## config.mk

```make
export PLATFORM = sky130hd
export DESIGN_NAME = mmc_ctrl
export DESIGN_NICKNAME = d
export VERILOG_FILES = /design/src/mmc_pkg.sv /design/src/mmc_ctrl.sv
export SDC_FILE = /design/constraint.sdc
export NUM_CORES = 1
export LEC_CHECK = 0
export ABC_CLOCK_PERIOD_IN_PS = 4600
export BUFFER_PORTS_ARGS = -buffer_cell sky130_fd_sc_hd__buf_2
export CAP_MARGIN = 10
export CORE_UTILIZATION = 45
export DETAILED_ROUTE_END_ITERATION = 10
export PLACE_DENSITY = 0.79
export SLEW_MARGIN = 10
export SYNTH_ARGS = -nofsm -noshare
export SYNTH_HDL_FRONTEND = slang
export SYNTH_SLANG_ARGS = --single-unit
```

## constraint.sdc

```tcl
create_clock -name clk -period 4.6 [get_ports clk]
set_input_delay 0.23 -clock clk [delete_from_list [all_inputs] [get_ports clk]]
set_output_delay 0.23 -clock clk [all_outputs]
set_load 0.05 [all_outputs]
```

## src/mmc_pkg.sv

```systemverilog
// mmc_pkg: shared types and constants for the matrix multiply core
// used by mmc_ctrl, mmc_datapath and matrix_multiply_core
// no dependencies
package mmc_pkg;

	localparam int CMD_W  = 2;
	localparam int IDX_W  = 3;
	localparam int DIM_W  = 4;
	localparam int VAL_W  = 32;
	localparam int PROD_W = 2 * VAL_W;
	localparam int REG_W  = 2;

	localparam logic [CMD_W-1:0] CMD_LOAD_A  = 2'd0;
	localparam logic [CMD_W-1:0] CMD_LOAD_B  = 2'd1;
	localparam logic [CMD_W-1:0] CMD_COMPUTE = 2'd2;

	localparam logic [REG_W-1:0] REG_NUM_ROWS  = 2'd0;
	localparam logic [REG_W-1:0] REG_INNER_DIM = 2'd1;
	localparam logic [REG_W-1:0] REG_NUM_COLS  = 2'd2;

	localparam logic [DIM_W-1:0] DIM_RESET = 4'd8;

	// controller to datapath
	typedef struct packed {
		logic             wr_a;
		logic             wr_b;
		logic             rd_valid;
		logic             first_k;
		logic             last_k;
		logic [IDX_W-1:0] r;
		logic [IDX_W-1:0] c;
		logic [IDX_W-1:0] k;
		logic             last;
	} mmc_cmd_t;

	// datapath to controller
	typedef struct packed {
		logic out_free;
		logic res_load;
	} mmc_stat_t;

endpackage

```

## src/mmc_ctrl.sv

```systemverilog
// mmc_ctrl: dimension registers and sequencer for loads and the product walk
// depends on mmc_pkg
module mmc_ctrl #(
	parameter int MAX_DIM = 8
) (
	input  logic                       clk,
	input  logic                       arst_n,
	input  logic                       cfg_wr_en,
	input  logic [mmc_pkg::REG_W-1:0]  cfg_index,
	input  logic [mmc_pkg::DIM_W-1:0]  cfg_data,
	input  logic                       in_valid,
	output logic                       in_ready,
	input  logic [mmc_pkg::CMD_W-1:0]  in_cmd,
	output mmc_pkg::mmc_cmd_t          cmd,
	input  mmc_pkg::mmc_stat_t         stat
);

	typedef enum logic [1:0] {ST_IDLE, ST_ISSUE, ST_DRAIN} state_t;

	localparam logic [mmc_pkg::DIM_W-1:0] DIM_MAX = mmc_pkg::DIM_W'(MAX_DIM);
	localparam logic [mmc_pkg::DIM_W-1:0] DIM_ONE = mmc_pkg::DIM_W'(1);

	state_t                       state_q;
	logic [mmc_pkg::DIM_W-1:0]    rows_q, inner_q, cols_q;
	logic [mmc_pkg::IDX_W-1:0]    r_q, c_q, k_q;
	logic [mmc_pkg::DIM_W-1:0]    nr, nk, nc;
	logic                         r_last, c_last, k_last, issue;

	function automatic logic [mmc_pkg::DIM_W-1:0] eff_dim(input logic [mmc_pkg::DIM_W-1:0] v);
		logic [mmc_pkg::DIM_W-1:0] d;
		if (v == '0) begin
			d = DIM_ONE;
		end else if (v > DIM_MAX) begin
			d = DIM_MAX;
		end else begin
			d = v;
		end
		return d;
	endfunction

	assign nr = eff_dim(rows_q);
	assign nk = eff_dim(inner_q);
	assign nc = eff_dim(cols_q);

	assign r_last = mmc_pkg::DIM_W'(r_q) == nr - DIM_ONE;
	assign c_last = mmc_pkg::DIM_W'(c_q) == nc - DIM_ONE;
	assign k_last = mmc_pkg::DIM_W'(k_q) == nk - DIM_ONE;

	assign in_ready = state_q == ST_IDLE;
	// a new element starts only once the output register can take its result
	assign issue = state_q == ST_ISSUE && (k_q != '0 || stat.out_free);

	always_comb begin
		cmd          = '0;
		cmd.wr_a     = in_ready && in_valid && in_cmd == mmc_pkg::CMD_LOAD_A;
		cmd.wr_b     = in_ready && in_valid && in_cmd == mmc_pkg::CMD_LOAD_B;
		cmd.rd_valid = issue;
		cmd.first_k  = k_q == '0;
		cmd.last_k   = k_last;
		cmd.r        = r_q;
		cmd.c        = c_q;
		cmd.k        = k_q;
		cmd.last     = r_last && c_last;
	end

	always_ff @(posedge clk or negedge arst_n) begin
		if (!arst_n) begin
			state_q <= ST_IDLE;
			rows_q  <= mmc_pkg::DIM_RESET;
			inner_q <= mmc_pkg::DIM_RESET;
			cols_q  <= mmc_pkg::DIM_RESET;
			r_q     <= '0;
			c_q     <= '0;
			k_q     <= '0;
		end else begin
			if (cfg_wr_en) begin
				case (cfg_index)
					mmc_pkg::REG_NUM_ROWS:  rows_q  <= cfg_data;
					mmc_pkg::REG_INNER_DIM: inner_q <= cfg_data;
					mmc_pkg::REG_NUM_COLS:  cols_q  <= cfg_data;
					default: ;
				endcase
			end
			case (state_q)
				ST_IDLE: begin
					if (in_valid && in_cmd == mmc_pkg::CMD_COMPUTE) begin
						r_q     <= '0;
						c_q     <= '0;
						k_q     <= '0;
						state_q <= ST_ISSUE;
					end
				end
				ST_ISSUE: begin
					if (issue) begin
						if (k_last) begin
							k_q     <= '0;
							state_q <= ST_DRAIN;
						end else begin
							k_q <= k_q + 1'b1;
						end
					end
				end
				ST_DRAIN: begin
					if (stat.res_load) begin
						if (r_last && c_last) begin
							state_q <= ST_IDLE;
						end else begin
							state_q <= ST_ISSUE;
							if (c_last) begin
								c_q <= '0;
								r_q <= r_q + 1'b1;
							end else begin
								c_q <= c_q + 1'b1;
							end
						end
					end
				end
				default: state_q <= ST_IDLE;
			endcase
		end
	end

`ifndef SYNTHESIS
	a_start_needs_room: assert property (@(posedge clk) disable iff (!arst_n)
		cmd.rd_valid && cmd.first_k |-> stat.out_free)
		else $error("element started while output register occupied");
	a_k_in_range: assert property (@(posedge clk) disable iff (!arst_n)
		state_q == ST_ISSUE |-> mmc_pkg::DIM_W'(k_q) < nk)
		else $error("inner index beyond inner dimension");
	a_no_result_outside_drain: assert property (@(posedge clk) disable iff (!arst_n)
		stat.res_load |-> state_q == ST_DRAIN)
		else $error("result landed outside drain");
`endif

endmodule

```

# ---- Yosys cells after proc, flatten, opt, wreduce, memory -nomap -nowiden
# Cells that the tools add are included.
dict set report totals {
  regBits 23
  latchBits 0
  mem_bits_rw 0
  romBits 0
  input_bits 14
  out_inout_bits 16
  wordCells 79
  mem_count 0
}
dict set report op_classes {
  add_sub_neg 6
  mul 0
  div 0
  magnitude_cmp 3
  n_eq_ne 15
  shifts 0
  n_mux 24
  bitwise_logic 0
  n_reduce_logical 24
}
# op n
set op_table {}
lappend op_table {{$mux 3} 9}
lappend op_table {{$mux 4} 6}
lappend op_table {{$pmux 3 s2} 3}
lappend op_table {{$eq 3x4->1} 3}
lappend op_table {{$gt 4x4->1 const B} 3}
lappend op_table {{$logic_not 4->1} 3}
lappend op_table {{$sub 4x1->4 const B} 3}
lappend op_table {{$ne 2x2->1 const B} 5}
lappend op_table {{$add 3x1->3 const B} 3}
lappend op_table {{$mux 2} 4}
lappend op_table {{$reduce_and 4->1} 2}
lappend op_table {{$eq 2x1->1 const B} 3}
lappend op_table {{$eq 2x2->1 const B} 3}
lappend op_table {{$logic_and 1x1->1} 6}
lappend op_table {{$logic_not 2->1} 3}
lappend op_table {{$pmux 2 s3} 1}
lappend op_table {{$reduce_and 2->1} 3}
lappend op_table {{$reduce_and 5->1} 1}
lappend op_table {{$reduce_bool 2->1} 2}
lappend op_table {{$logic_not 3->1} 1}
lappend op_table {{$reduce_and 3->1} 1}
lappend op_table {{$reduce_bool 3->1} 1}
lappend op_table {{$ne 2x1->1 const B} 1}
lappend op_table {{$logic_or 1x1->1} 1}
lappend op_table {{$mux 1} 1}

# ---- Longest topological paths before layout
# Gate-level depths: netlist of run 1.
dict set report logic_depth {
  depth_word 9
  mapped_depth 8
  depth_no_buf 8
}

# ---- Worst setup path after synthesis of run 1
# OpenSTA, ideal clock, no wires.
dict set report synth_path {
  path_kind {reg2out}
  start {register state_q[1]}
  end {output cmd[14] in the netlist's numbering}
  arrival_time_ps 2947
  required_ps 4370
  slack_ps 1423
  stages_incl_launch_ff 4
  n_path_buf 1
  cell_sequence {dfrtp_1 > clkbuf_1 > nor2_1 > nor4bb_1}
}
# item line
set synth_lines {}
lappend synth_lines {{start, declared} mmc_ctrl.sv:23} ;# state_t state_q;
lappend synth_lines {{start signal, assigned} mmc_ctrl.sv:68} ;# state_q <= ST_IDLE;
lappend synth_lines {{start signal, assigned} mmc_ctrl.sv:90} ;# state_q <= ST_ISSUE;
lappend synth_lines {{start signal, assigned} mmc_ctrl.sv:97} ;# state_q <= ST_DRAIN;
lappend synth_lines {{end, declared} mmc_ctrl.sv:14} ;# output mmc_pkg::mmc_cmd_t cmd,

==> results_dict.tcl, run 1 <==
set metrics [dict create \
    seq_area_frac_synth_pct 39.57 \
    syn_avg_cell_area_sq_um 10.24 \
    cts_hold_buf 1 \
    dr.pass1.iters 4 \
    finalClockSkew_ns 0.009670 \
    end_kind "output pin" \
    p_per_area_nw_per_um2 581.1 \
    power.internal_uw 482.5 \
    dpl_cell_area_sq_um 1642 \
    rows 20 \
    synth_area_leaders "dfrtp_1 34%, mux2_2 10%, ha_1 6.0%, dfstp_2 5.4%, xnor2_1 4.2%" \
    hpwlAfterDp_microns 2203 \
    cts-resized-gates 0 \
    clkLatencyLatePin_ns 0.31 \
    cp_max_fo 5 \
    multi_input_area_sq_um 835.8 \
    routed_via_density 5.488 \
    synth_area_leader_cell "dfrtp_1" \
    seqPwrFrac_pct 34.3 \
    synth_top_area_share_pct 34.19 \
    vdd_drop_max_mv 0.1864 \
    fmax_mhz 366.7 \
    clkPwrFrac_pct 9.6 \
    switchingPower_uw 493.2 \
    clock-root-buffer "clkbuf_4" \
    numCtsBuffers 3 \
    swShare_pct 50.55 \
    cts_tree "built" \
    ys.flop_type "dfrtp_1" \
    grt_pass1_vias 1147 \
    grt_max_degree 24 \
    antenna_found_initial 0 \
    max_slew_margin_pct 63.01 \
    design_area_sq_um 1679 \
    crit_required_ns 4.37 \
    cap_violations 0 \
    final-seq-area_sq_um 579.3 \
    drc 0 \
    fin_crit_sh_pct 59.28 \
    p_leak_uw 0.0007891 \
    syn-num-nets 164 \
    tightest_slew_ns 0.5536 \
    areaGrowthSynthToFinish_pct 14.70 \
    ys_async_sr_fraction_pct 100.0 \
    outcome "finished clean" \
    grt_first_pass_wirelength_microns 4774 \
    final.setup.tns_ns 0 \
    initial_core_util_pct 47.56 \
    die_h_microns 59.04 \
    finalNonFillerCells 217 \
    io_pins 30 \
    wl_per_cell_microns 13.32 \
    netlist_area_sq_um 1464 \
    path_clk_slew_ns 0.13 \
    p_comb_share_pct 56.1 \
    ys_ff_latch 23 \
    synth.most_common_cell "dfrtp_1" \
    fin_ws_ns 1.873 \
    rsz0062_at_grt "no" \
    grt-ovfl-total 0 \
    fin_nets 195 \
    synth_cells 143 \
    fillerInstances 298 \
    layout_min_cycle_time_ns 2.727 \
    route.antenna.remaining_nets 0 \
    port_buffers 29 \
    ys_top_cells_by_count "20 x dfrtp_1, 13 x mux2_2, 12 x nand2_1" \
    preCtsSetupSlack_ns 2.213 \
    finalSetupViolations 0 \
    ys_types 45 \
    crit_type "reg2out" \
    clock_path_buffers 2 \
    cts.sinks 23 \
    hold_violations 0 \
    holdCritPathClass "in2reg" \
    drive_gt1_share_pct 31.21 \
    grt_util_all_layers_pct 17.68 \
    num_vias 1191 \
    post_cts_buffers 0 \
    maxSlewViolCount 0 \
    total_power_uw 975.7 \
    antennaDiodeCount 0 \
    synth-edff-count 0 \
    critPathLaunchType "flop" \
    ys_warn_count 0 \
    dieArea_sq_um 3485 \
    wirelength_microns 2890 \
    drt-initial-drc-count 51 \
    htreeDepth 1 \
    placed_cells_incl_taps 212 \
    cp.arrival_ns 2.50 \
    gp_routability_congestion 0.8027 \
    die_x_microns 59.04 \
    reg2reg_depth 8 \
    core-area_sq_um 3078 \
    worstHoldPathCells 2 \
]
-- area by class of cell --
type / count / area share [%]
multi-input combinational: 109 / 49.78
sequential: 23 / 34.50
timing repair buffer: 30 / 9.240
tap: 44 / 3.279
inverter: 7 / 1.565
clock buffer: 3 / 1.341
clock inverter: 1 / 0.2981
-- worst paths after layout --
check	startpoint	slack (ns)	to
max reg2reg	cols_q[1]	2.36	r_q[0]
min in group asynchronous	arst_n	0.41	rows_q[0]
min reg2reg	cols_q[0]	0.52	cols_q[0]
min	stat[0]	0.13	state_q[1]
max	cols_q[1]	1.87	cmd[0]
max in group asynchronous	arst_n	3.82	rows_q[3]
-- power by group through the flow --
| stage | registers, uW | logic, uW | clock network, uW |
|---|---|---|---|
| after floorplan | 389 | 387 | 0 |
| after global placement | 330 | 529 | 0 |
| after detailed placement | 337 | 545 | 0 |
| after CTS | 333 | 549 | 99.6 |
| after global routing | 344 | 594 | 106 |
| final | 334 | 548 | 93.7 |
-- routing by layer --
metal	wire length [microns]	track usage, %
met1	1359	23.12
met2	1389	30.68
met3	137	2.838
met4	4	4.082
met5	0	0
-- state kept, by name (all words and copies together) (netlist names) --
name / cells
c_q: 3
rows_q: 4
cols_q: 4
r_q: 3
state_q: 2
inner_q: 4
k_q: 3
-- through the flow --
step | hold WS (ns) | utilization (%)
6_report | 0.1266 | 54.55
2_1_floorplan | -0.06559 | -
4_1_cts | 0.1182 | 54.55
3_5_place_dp | 0.2410 | 53.33
3_3_place_gp | 0.2297 | 53.33
5_1_grt | 0.1141 | 54.55
-- logic make-up (layout without fill, tap and decap cells) --
logic type	Yosys count	after routing	synth area share [%]
adders and majority gates	7	7	5.983
muxes	13	13	10.00
AOI/OAI and AO/OA	30	30	15.81
xor gates and xnor gates	9	9	5.385
and+or+nand+nor	50	50	19.91
DFF	23	23	39.57
buffers and inverters	11	41	3.334
-- critical path, cell delays in order, from the launching register on --
cell and delay (ns):
dfrtp_1 0.41, o21ba_1 0.21, or2_2 0.28, ha_1 0.21, xor2_1 0.16, xnor2_1 0.25, o211a_1 0.26, and2_1 0.15
buf_2 0.26
-- cells in the final DEF (no fill, tap or decap), drive strengths merged, types with 6 or more instances in the layout --
cell type,n
nor2,6
nand2,12
inv,7
xnor2,7
buf,29
ha,7
mux2,13
nand2b,7
dfrtp,20
(Power assumes the default switching activity.)
==> inputs of run 2 (changes only) <==
- ABC_CLOCK_PERIOD_IN_PS: 4600 -> 2600
- clock period: 4.6 -> 2.6 ns (I/O delays scaled with it)
==> run 2 against run 1 <==
Effect of this change: first-iteration DRC count down 35%; flip-flop and latch count unchanged; sequential power up 77%; power up 82%; setup slack worse by 1.9 ns; die area unchanged; clock power up 82%; largest power group unchanged; combinational power up 86%; hold slack worse by 0.096 ns; largest cell class unchanged; sequential share of layout area down 1.3 points.
==> results_dict.tcl, run 2 (same netlist as run 1, synthesis figures left out) <==
set metrics [dict create \
    numCtsBuffers 3 \
    num_vias 1207 \
    cp.arrival_ns 2.46 \
    grt-ovfl-total 0 \
    p_per_area_nw_per_um2 1021 \
    clkLatencyLatePin_ns 0.31 \
    vdd_drop_max_mv 0.3155 \
    layout_min_cycle_time_ns 2.585 \
    initial_core_util_pct 47.56 \
    cts.sinks 23 \
    io_pins 30 \
    die_h_microns 59.04 \
    total_power_uw 1779 \
    finalNonFillerCells 222 \
    end_kind "output pin" \
    grt_max_degree 24 \
    fillerInstances 272 \
    p_leak_uw 0.0008131 \
    crit_required_ns 2.47 \
    clock_path_buffers 2 \
    clock-root-buffer "clkbuf_4" \
    antenna_found_initial 0 \
    maxSlewViolCount 0 \
    antennaDiodeCount 0 \
    finalClockSkew_ns 0.0008983 \
    finalSetupViolations 0 \
    reg_top3 "cols_q x4, inner_q x4, rows_q x4" \
    cp_max_fo 3 \
    fin_nets 200 \
    dpl_cell_area_sq_um 1648 \
    route.antenna.remaining_nets 0 \
    gp_routability_congestion 0.8340 \
    grt_pass1_vias 1084 \
    drc 0 \
    placed_cells_incl_taps 212 \
    cap_violations 0 \
    die_x_microns 59.04 \
    drt-initial-drc-count 33 \
    wl_per_cell_microns 13.23 \
    path_clk_slew_ns 0.13 \
    holdCritPathClass "in2reg" \
    areaGrowthSynthToFinish_pct 19.06 \
    core-area_sq_um 3078 \
    final_cell_mix "28 x buf_2, 20 x dfrtp_1, 13 x mux2_2, 12 x nand2_1" \
    outcome "finished clean" \
    dr.pass1.iters 2 \
    tightest_slew_ns 0.5623 \
    routed_via_density 5.437 \
    grt_first_pass_wirelength_microns 4643 \
    grt_util_all_layers_pct 17.50 \
    hold_violations 0 \
    crit_type "reg2out" \
    hpwlAfterDp_microns 2163 \
    rows 20 \
    cts_tree "built" \
    fmax_mhz 386.8 \
    design_area_sq_um 1743 \
    fin_crit_sh_pct 99.44 \
    final_common_cell "buf_2" \
    htreeDepth 1 \
    wirelength_microns 2937 \
    max_slew_margin_pct 62.43 \
    dieArea_sq_um 3485 \
    final.setup.tns_ns 0 \
    port_buffers 29 \
    drive_gt1_share_pct 34.83 \
    critPathLaunchType "flop" \
]
## run 2: critical path, cell delays in order (launching register included)
cell and delay, ns:
dfrtp_1 0.42, o21ba_4 0.23, or2_2 0.28, ha_2 0.19
xor2_1 0.16, xnor2_1 0.28, o211a_1 0.26, and2_4 0.18
buf_8 0.14
## run 2: where the power goes
| part | total [uW] | internal [uW] | switching [uW] |
|---|---|---|---|
| combinational | 1020 | 377 | 641 |
| sequential | 591 | 456 | 135 |
| clock | 171 | 60.0 | 111 |
## run 2: what timing repair did
action	in CTS	in global routing
setup endpoints to repair	1	1
setup buffers	0	5
pin swaps	1	2
gates resized for setup	1	6
hold buffers	1	0
endpoints found under the hold margin	20	0
## run 2: layer usage
| layer | up-vias | share of wire (%) | track usage, % | wire length [microns] |
|---|---|---|---|---|
| met5 | - | 0 | 0 | 0 |
| met4 | 0 | 2.1 | 8.844 | 63 |
| met3 | 6 | 4.1 | 2.402 | 120 |
| met2 | 33 | 47 | 29.22 | 1376 |
| met1 | 584 | 47 | 22.19 | 1376 |
| li1 | 584 | - | - | - |
## run 2: through the flow
step                worst slack (ns)  hold slack [ns]  utilization, %
floorplan                    0.01882          -0.1656               -
CTS                          0.01323          0.02320           54.80
detailed placement            0.3172           0.1300           53.54
global route                 -0.1066          0.01844           56.63
global placement              0.3836           0.1215           53.54
finish                       0.01466          0.03050           56.63
## run 2: final cells by class
cell class / instances / area (sq um) / share of cell area (%)
well taps: 44 / 55.05 / 3.159
flip-flops and latches: 23 / 579.3 / 33.24
inverters: 7 / 26.28 / 1.508
repair buffers: 35 / 202.7 / 11.63
multi-input cells: 109 / 853.3 / 48.96
clock buffers: 4 / 26.28 / 1.508
## run 2: path summary, 6_finish.rpt
kind / from / end / slack [ns] / cells past startpoint
min in group asynchronous: arst_n / r_q[2] / 0.30 / 2
max in group asynchronous: arst_n / rows_q[3] / 1.94 / 2
hold / removal: stat[0] / state_q[1] / 0.03 / 2
setup / recovery: cols_q[1] / cmd[0] / 0.01 / 8
setup reg to reg: cols_q[1] / c_q[0] / 0.15 / 10
hold reg to reg: inner_q[0] / inner_q[0] / 0.53 / 1
==> inputs of run 3 (changes only) <==
- REMOVE_ABC_BUFFERS: default -> 1
==> run 3 against run 2 <==
Effect of this change: first-iteration DRC count rose by 73%; final cell count fell by 1.4%; combinational power barely moved; die area did not move; clock power barely moved; via count fell by 1.8%; design area fell by 1.3%; wire length fell by 4.6%; fmax rose by 4.9%; largest cell class unchanged; largest power group unchanged.
==> results_dict.tcl, run 3 (same netlist as run 1, synthesis figures left out) <==
set metrics [dict create \
    total_power_uw 1748 \
    initial_core_util_pct 47.56 \
    crit_type "reg2out" \
    route.antenna.remaining_nets 0 \
    final.setup.tns_ns 0 \
    grt_util_all_layers_pct 18.38 \
    num_vias 1185 \
    hpwlAfterDp_microns 2236 \
    p_leak_uw 0.0007957 \
    fmax_mhz 405.9 \
    antennaDiodeCount 0 \
    timing.critical_path.to "cmd[0]" \
    cts.sinks 23 \
    cp_max_fo 4 \
    grt-ovfl-total 0 \
    clock_path_buffers 2 \
    fin_nets 197 \
    gp_routability_congestion 0.8186 \
    critPathLaunchType "flop" \
    die_x_microns 59.04 \
    maxSlewViolCount 0 \
    max_slew_margin_pct 57.83 \
    final_cell_mix "27 x buf_2, 20 x dfrtp_1, 13 x mux2_2, 12 x nand2_1" \
    grt_pass1_vias 1105 \
    routed_via_density 5.411 \
    cts_tree "built" \
    r2r-end "r_q[1]" \
    drc 0 \
    path_clk_slew_ns 0.13 \
    clkLatencyLatePin_ns 0.32 \
    ff2ff_setup_slack_ns 0.32 \
    outcome "finished clean" \
    reg2reg_depth 8 \
    port_buffers 29 \
    htreeDepth 1 \
    crit_required_ns 2.47 \
    finalNonFillerCells 219 \
    p_per_area_nw_per_um2 1016 \
    hold_violations 0 \
    multi_input_area_sq_um 847.1 \
    whs_ns 0.02184 \
    die_h_microns 59.04 \
    io_pins 30 \
    core-area_sq_um 3078 \
    finalClockSkew_ns 0.007282 \
    holdCritPathClass "in2reg" \
    end_kind "output pin" \
    clock-root-buffer "clkbuf_4" \
    design_area_sq_um 1720 \
    placed_cells_incl_taps 212 \
    numCtsBuffers 3 \
    antenna_found_initial 0 \
    dr.pass1.iters 4 \
    drt-initial-drc-count 57 \
    cap_violations 0 \
    final_common_cell "buf_2" \
    grt_max_degree 24 \
    dpl_cell_area_sq_um 1642 \
    areaGrowthSynthToFinish_pct 17.52 \
    dieArea_sq_um 3485 \
    layout_min_cycle_time_ns 2.464 \
    fin_crit_sh_pct 94.76 \
    wirelength_microns 2802 \
    rows 20 \
    finalSetupViolations 0 \
    tightest_slew_ns 0.6313 \
    cp.arrival_ns 2.33 \
    cp-startpoint "cols_q[2]" \
    rsz0062_at_grt "no" \
    final-seq-area_sq_um 579.3 \
    vdd_drop_max_mv 0.4872 \
    fillerInstances 301 \
    timing.rr.start "cols_q[2]" \
    grt_first_pass_wirelength_microns 4830 \
    drive_gt1_share_pct 33.71 \
    reg_top3 "cols_q x4, inner_q x4, rows_q x4" \
    wl_per_cell_microns 12.79 \
]
-- run 3: how the worst min path moves through the flow --
| stage | startpoint | end | slack (ns) | cells past startpoint |
|---|---|---|---|---|
| 2_1_floorplan | arst_n | c_q[0] | -0.17 | 0 |
| 3_3_place_gp | arst_n | state_q[1] | 0.12 | 1 |
| 3_5_place_dp | arst_n | state_q[1] | 0.13 | 1 |
| 4_1_cts | stat[0] | state_q[1] | 0.009 | 2 |
| 5_1_grt | stat[0] | state_q[1] | 0.01 | 2 |
| 6_report | stat[0] | state_q[1] | 0.02 | 2 |
-- run 3: power breakdown --
group,leakage [uW],internal [uW],total [uW],switching [uW]
Clock,0.0000139,58.8,172,113
Combinational,0.000509,358,989,630
Sequential,0.000272,456,588,132
Total,0.000796,873,1750,876
-- run 3: timing repair --
item / in CTS / in global routing
gates resized for setup: 1 / 7
endpoints found under the hold margin: 20 / 0
setup endpoints to repair: 1 / 2
pin swaps: 0 / 4
buffers inserted: 0 / 2
hold buffers: 1 / 0
-- run 3: final cells by class --
| class | count | share of cell area [%] |
|---|---|---|
| flip-flops and latches | 23 | 33.67 |
| inverters | 7 | 1.527 |
| repair buffers | 32 | 10.62 |
| well taps | 44 | 3.200 |
| clock inverters | 1 | 0.4364 |
| clock buffers | 3 | 1.309 |
| multi-input cells | 109 | 49.24 |
-- run 3: worst max-delay path: stages, from the launching register on --
cell	delay (ns)
dfrtp_1	0.42
o21ba_4	0.23
or2_2	0.27
ha_2	0.17
xor2_1	0.16
xnor2_1	0.23
o211a_1	0.24
and2_4	0.16
buf_8	0.14
-- run 3: metrics by stage --
stage,utilization [%],worst slack [ns]
3_3_place_gp,53.33,0.3766
3_5_place_dp,53.33,0.3190
5_1_grt,55.89,0.01172
2_1_floorplan,-,-0.3827
4_1_cts,54.72,0.001508
6_report,55.89,0.1363
-- run 3: layer usage --
metal  share of wire, %  GRT usage [%]
met1                 46          23.06
met2                 49          31.82
met3                4.5          4.803
met4               0.82          4.082
met5                  0              0
